--- src/hdl/apvt_pkg.sv ---
`timescale 1ns / 1ps
`default_nettype none
// ----------------------------------------------------------------------------
// apvt_pkg
// Shared widths, types, register codes and helpers of the affine point and
// vector transform unit.
// ----------------------------------------------------------------------------
package apvt_pkg;

  localparam int COEFF_WIDTH = 16;
  localparam int COORD_WIDTH = 32;
  localparam int COEFF_FRAC  = COEFF_WIDTH - 4;
  localparam int COORD_FRAC  = COORD_WIDTH / 2;

  localparam int ROW_WIDTH     = 64;
  localparam int WDIV_WIDTH    = 16;
  localparam int NUM_LANES     = 3;
  localparam int CFG_IDX_WIDTH = 2;

  // exact dot product: three products plus the translation term
  localparam int PROD_WIDTH = COEFF_WIDTH + COORD_WIDTH;
  localparam int ACC_WIDTH  = PROD_WIDTH + 2;
  // divisor magnitude: |w_divisor| or one in coefficient format
  localparam int DMAG_WIDTH = (COEFF_FRAC + 1 > WDIV_WIDTH) ? COEFF_FRAC + 1 : WDIV_WIDTH;
  // wide enough for the accumulator and for the divisor shifted past the quotient
  localparam int REM_WIDTH  = ACC_WIDTH + DMAG_WIDTH;

  localparam logic [CFG_IDX_WIDTH-1:0] REG_ROW0 = CFG_IDX_WIDTH'(0);
  localparam logic [CFG_IDX_WIDTH-1:0] REG_ROW1 = CFG_IDX_WIDTH'(1);
  localparam logic [CFG_IDX_WIDTH-1:0] REG_ROW2 = CFG_IDX_WIDTH'(2);
  localparam logic [CFG_IDX_WIDTH-1:0] REG_WDIV = CFG_IDX_WIDTH'(3);

  localparam logic KIND_POINT  = 1'b0;
  localparam logic KIND_VECTOR = 1'b1;

  localparam logic [ROW_WIDTH-1:0] ROW0_RESET = ROW_WIDTH'(1) << COEFF_FRAC;
  localparam logic [ROW_WIDTH-1:0] ROW1_RESET = ROW_WIDTH'(1) << (COEFF_WIDTH + COEFF_FRAC);
  localparam logic [ROW_WIDTH-1:0] ROW2_RESET =
    ROW_WIDTH'(1) << (2 * COEFF_WIDTH + COEFF_FRAC);
  localparam logic [WDIV_WIDTH-1:0] WDIV_RESET = WDIV_WIDTH'(1) << COEFF_FRAC;

  typedef logic signed [COEFF_WIDTH-1:0] coeff_t;
  typedef logic signed [COORD_WIDTH-1:0] coord_t;

  typedef struct packed {
    logic   kind;
    coord_t x_in;
    coord_t y_in;
    coord_t z_in;
  } src_word_t;

  typedef struct packed {
    coord_t x_out;
    coord_t y_out;
    coord_t z_out;
    logic   overflow;
    logic   zero_divisor;
  } dst_word_t;

  typedef struct packed {
    logic   valid;
    coord_t value;
    logic   sat;
    logic   zdiv;
  } lane_res_t;

  // entry j of a packed row; bits past the top of the row read as zero
  function automatic coeff_t row_entry(input logic [ROW_WIDTH-1:0] row, input int j);
    logic [ROW_WIDTH+4*COEFF_WIDTH-1:0] ext;
    ext = {{(4 * COEFF_WIDTH){1'b0}}, row};
    return coeff_t'(ext[j*COEFF_WIDTH +: COEFF_WIDTH]);
  endfunction

endpackage
`default_nettype wire

--- src/hdl/apvt_merge.sv ---
`timescale 1ns / 1ps
`default_nettype none
// ----------------------------------------------------------------------------
// apvt_merge
// Joins the three lane results into one output word, ors the saturation
// flags, and holds it in an output register backed by a skid register.
// ----------------------------------------------------------------------------
module apvt_merge
  import apvt_pkg::*;
(
  input  wire logic       clk,
  input  wire logic       rst,
  input  wire lane_res_t  lane_res [NUM_LANES],
  input  wire logic       dst_stall,
  output logic            dst_valid,
  output dst_word_t       dst_word,
  output logic            skid_valid
);

  dst_word_t               word_now;
  dst_word_t               skid_word;
  logic [NUM_LANES-1:0]    lane_valid;
  logic                    take;
  logic                    load;
  logic                    dst_load;
  logic                    skid_load;

  always_comb begin
    for (int i = 0; i < NUM_LANES; i++) begin
      lane_valid[i] = lane_res[i].valid;
    end
  end

  assign word_now.x_out        = lane_res[0].value;
  assign word_now.y_out        = lane_res[1].value;
  assign word_now.z_out        = lane_res[2].value;
  assign word_now.overflow     = lane_res[0].sat | lane_res[1].sat | lane_res[2].sat;
  assign word_now.zero_divisor = lane_res[0].zdiv;

  // lanes only advance while the skid register is empty
  assign take      = dst_valid && !dst_stall;
  assign load      = lane_valid[0] && !skid_valid;
  assign dst_load  = load && (!dst_valid || take);
  assign skid_load = load && dst_valid && !take;

  always_ff @(posedge clk) begin
    if (rst) begin
      dst_valid  <= 1'b0;
      skid_valid <= 1'b0;
    end else begin
      if (skid_valid) begin
        if (take) begin
          skid_valid <= 1'b0;
        end
      end else if (dst_load) begin
        dst_valid <= 1'b1;
      end else if (skid_load) begin
        skid_valid <= 1'b1;
      end else if (take) begin
        dst_valid <= 1'b0;
      end
    end
  end

  always_ff @(posedge clk) begin
    if (skid_valid && take) begin
      dst_word <= skid_word;
    end else if (dst_load) begin
      dst_word <= word_now;
    end
    if (skid_load) begin
      skid_word <= word_now;
    end
  end

  a_skid_behind_out: assert property (@(posedge clk) disable iff (rst)
    skid_valid |-> dst_valid)
    else $error("skid word held with no output word");

  a_lanes_in_step: assert property (@(posedge clk) disable iff (rst)
    lane_valid == '0 || lane_valid == '1)
    else $error("lanes out of step");

  a_frozen_holds: assert property (@(posedge clk) disable iff (rst)
    skid_valid && lane_valid[0] |=> lane_valid[0])
    else $error("lane word lost while pipeline held");

  a_stall_to_skid: assert property (@(posedge clk) disable iff (rst)
    dst_valid && dst_stall && !skid_valid && lane_valid[0] |=> skid_valid)
    else $error("stalled result not caught by skid register");

  a_zdiv_value: assert property (@(posedge clk) disable iff (rst)
    lane_res[0].valid && lane_res[0].zdiv && !lane_res[0].sat |-> lane_res[0].value == '0)
    else $error("zero divisor result neither saturated nor zero");

endmodule
`default_nettype wire

--- config.mk ---
export PLATFORM = sky130hd
export DESIGN_NAME = apvt_merge
export DESIGN_NICKNAME = d
export VERILOG_FILES = /design/src/hdl/apvt_pkg.sv /design/src/hdl/apvt_merge.sv
export SDC_FILE = /design/constraint.sdc
export NUM_CORES = 1
export LEC_CHECK = 0
export BUFFER_PORTS_ARGS = -buffer_cell sky130_fd_sc_hd__buf_4
export CAP_MARGIN = 25
export CORE_AREA = 2 2 113 225
export CTS_BUF_LIST = sky130_fd_sc_hd__clkbuf_4 sky130_fd_sc_hd__clkbuf_8
export DETAILED_ROUTE_END_ITERATION = 6
export DIE_AREA = 0 0 115 227
export SLEW_MARGIN = 10
export SYNTH_ARGS = -nofsm -noshare
export SYNTH_HDL_FRONTEND = slang
export SYNTH_SLANG_ARGS = --single-unit
export TNS_END_PERCENT = 30
--- constraint.sdc ---
create_clock -name clk -period 13.2 [get_ports clk]
set_input_delay 2.64 -clock clk [delete_from_list [all_inputs] [get_ports clk]]
set_output_delay 2.64 -clock clk [all_outputs]
set_load 0.03 [all_outputs]
==> flow_summary.ini <==
[status]
outcome = finished, final reports clean

[sta]
setup_viol = 0
fin_crit_sh_pct = 32.3
fin_crit_ns = 4.26
final-hold-violation-count = 0
grt_setup_unrepaired = false
final.setup.worst_slack_ns = 8.94
finClkSkew_ns = 0.0147
drv_slew = 0
slew_headroom_pct = 33.7
fmax_mhz = 235
setup-tns-final_ns = 0
worstMarginPinSlew_ns = 0.995

[die]
core_area_sq_um = 24300
dieArea_sq_um = 26100
die_w_um = 115
dieHeight_um = 227
io_pins = 208
start_util_pct = 29.8
row_count = 81

[detailed_routing]
drt_iter0_markers = 145
drtPass1Iterations = 4
viasPerCell = 4.40
wirelength_um = 15800
wl_per_cell_um = 18.8
vias = 3696
drc = 0
ant_nets = 0

[finish]
layoutNonFillerInstCount = 840
drive_gt1_share_pct = 61.9
area_delta_synth_final_pct = 31.7
nets = 644
final_util_pct = 39.2

[grt]
antenna_found_initial = 1
use_met2_pct = 21.3
grtUsageMet3_pct = 4.05
track_usage_pct = 12.3
grt_pass1_wl_um = 23300
grt_max_degree = 72
grt_util_met1_pct = 13.0
grt-ovfl-total = 0
grt-busiest-layer = met2
grt_pass1_vias = 4119

[min_path]
holdPathStages = 1
min_path_type = flip-flop to flip-flop
min-delay-start = skid_word[35]$_DFFE_PP_
holdPathEnd = dst_word[35]$_DFFE_PP_

[pwr]
p_per_area_nw_per_um2 = 135
internal-power_mw = 0.966
p_sw_mw = 0.319
ir_drop_v = 0.000101
seqPwrFrac_pct = 57.4
p_comb_share_pct = 11.9
p_leak_nw = 3.62
swShare_pct = 24.8
p_total_mw = 1.28
p_clk_share_pct = 30.7

[setup_path]
reg2reg_slack_ns = 10.73
critPathMaxFanout = 71
critPathLaunch = dst_stall
r2r_end = dst_word[83]$_DFFE_PP_
critPathTopFamily = buffers and inverters
worstSetupEndpointType = flip-flop
slowest_delay_ns = 0.75
r2r-start = skid_valid$_SDFF_PP0_
cp-start-kind = input port
reg2regPathDepth = 4
required_ns = 13.31
worst-path-buf-inv = 3
crit_arrival_ns = 4.37
cp_cell_sequence = buf_4 > nand2_1 > a21boi_4 > buf_16 > buf_4
critical-path-slowest-cell = buf_4
critPathKind = input port to flip-flop
crit_top_cell = buf_4

[clock_network]
clk_pin_slew_ns = 0.10
post_cts_buffers = 0
hold_buffers = 0
cts_sinks = 198
cts_root_buffer = clkbuf_8
htreeDepth = 4
clk_latency_ns = 0.48
cts_tree = done
cts_resized = 0
clock_path_buffers = 2
cts_buffers = 17

[yosys]
synth_cell_types = 16
syn-num-nets = 427
synth-seq-cells = 198
syn_inst = 319
seq_area_frac_synth_pct = 81.8
syn_area_sq_um = 7240
synth_area_per_cell_sq_um = 22.7
yosysWarnings = 0

[placement]
routabilityCongestion = 0.806
io_buffer_count = 203
dp_hpwl_um = 10800
preCtsSetupSlack_ns = 8.05
dp.cells = 805

[flow_run]
max_cap_viol_count = 0
-- power by group through the flow --
stage	combinational [mW]	clock, mW	sequential [mW]
after floorplan	0.0305	0	0.806
after global placement	0.150	0	0.751
after detailed placement	0.153	0	0.752
after CTS	0.153	0.412	0.738
after global routing	0.162	0.430	0.741
final	0.153	0.394	0.737
-- metal layers --
layer,wire length (um),share of wire [%]
met5,0,0
met4,607,3.8
met3,789,5.0
met2,8610,54
met1,5820,37
-- worst max-delay path by stage --
stage	to	slack, ns	cells past startpoint
after floorplan	dst_word[0]$_DFFE_PP_	2.68	2
after CTS	dst_word[3]$_DFFE_PP_	8.63	4
final	dst_word[83]$_DFFE_PP_	8.94	5
after global placement	dst_word[60]$_DFFE_PP_	8.14	4
after global routing	dst_word[80]$_DFFE_PP_	8.87	5
after detailed placement	dst_word[77]$_DFFE_PP_	8.05	4
-- cell families (layout without fill, tap and decap cells) --
kind of cell    after synthesis  count (layout)  synth area share (%)
compound gates                4               4                 0.311
buf+inv                      11             241                  1.02
flops                       198             198                  81.8
mux                          98              98                  16.3
other cells                   0               1                     0
simple gates                  8               8                 0.587
-- worst register-to-register path, stage by stage, from the launching register on --
cell      delay [ns]
dfxtp_1         0.37
nand2b_1        0.26
a21boi_4        0.39
buf_16          0.22
buf_4           0.77
-- layout make-up --
class                           count  area, sq um
Fill cell                        2253        14800
Sequential cell                   198         5930
Timing Repair Buffer              209         1600
Multi-Input combinational cell    110         1260
Tap cell                          290          363
Clock buffer                       18          241
Clock inverter                     14          145
Antenna cell                        1         2.50
-- through the flow --
stage | hold slack [ns] | instance area [sq um]
3_3_place_gp | 0.532 | 9100
2_1_floorplan | 0.525 | 7240
3_5_place_dp | 0.533 | 9100
4_1_cts | 0.552 | 9490
5_1_grt | 0.555 | 9540
6_report | 0.544 | 9540
-- cells in the final DEF, fill, tap and decap left out --
master	Yosys	final
a21boi_4	0	1
a21oi_1	2	2
buf_12	0	1
buf_16	0	1
buf_4	0	207
bufinv_16	0	2
clkbuf_4	0	1
clkbuf_8	0	17
clkinv_1	0	1
clkinv_2	0	4
dfxtp_1	2	2
diode_2	0	1
edfxtp_1	196	196
inv_6	0	7
mux2_2	78	78
mux2_4	20	20
nand2_1	2	2
nand2b_1	1	1
nand3b_1	1	1
nor2_4	0	1
nor2b_1	1	1
nor3_1	1	1
o21ai_0	1	1
or3_1	1	1
-- Yosys cell counts --
cell type | number | area (sq um)
mux2_4 | 20 | 300
nor2b_1 | 1 | 6.26
buf_6 | 3 | 33.8
mux2_2 | 78 | 878
nand3b_1 | 1 | 7.51
edfxtp_1 | 196 | 5890
buf_2 | 8 | 40.0
dfxtp_1 | 2 | 40.0
a21boi_0 | 1 | 7.51
nand2_1 | 2 | 7.51
o21ai_0 | 1 | 5.00
nand2b_1 | 1 | 6.26
nor3_1 | 1 | 5.00
nor2_1 | 1 | 3.75
or3_1 | 1 | 6.26
a21oi_1 | 2 | 10.0
-- flip-flops by register name, summed over array words and instances (netlist names) --
name	cells
skid_word	98
dst_valid	1
dst_word	98
skid_valid	1
Power figures use the tool's default switching activity.
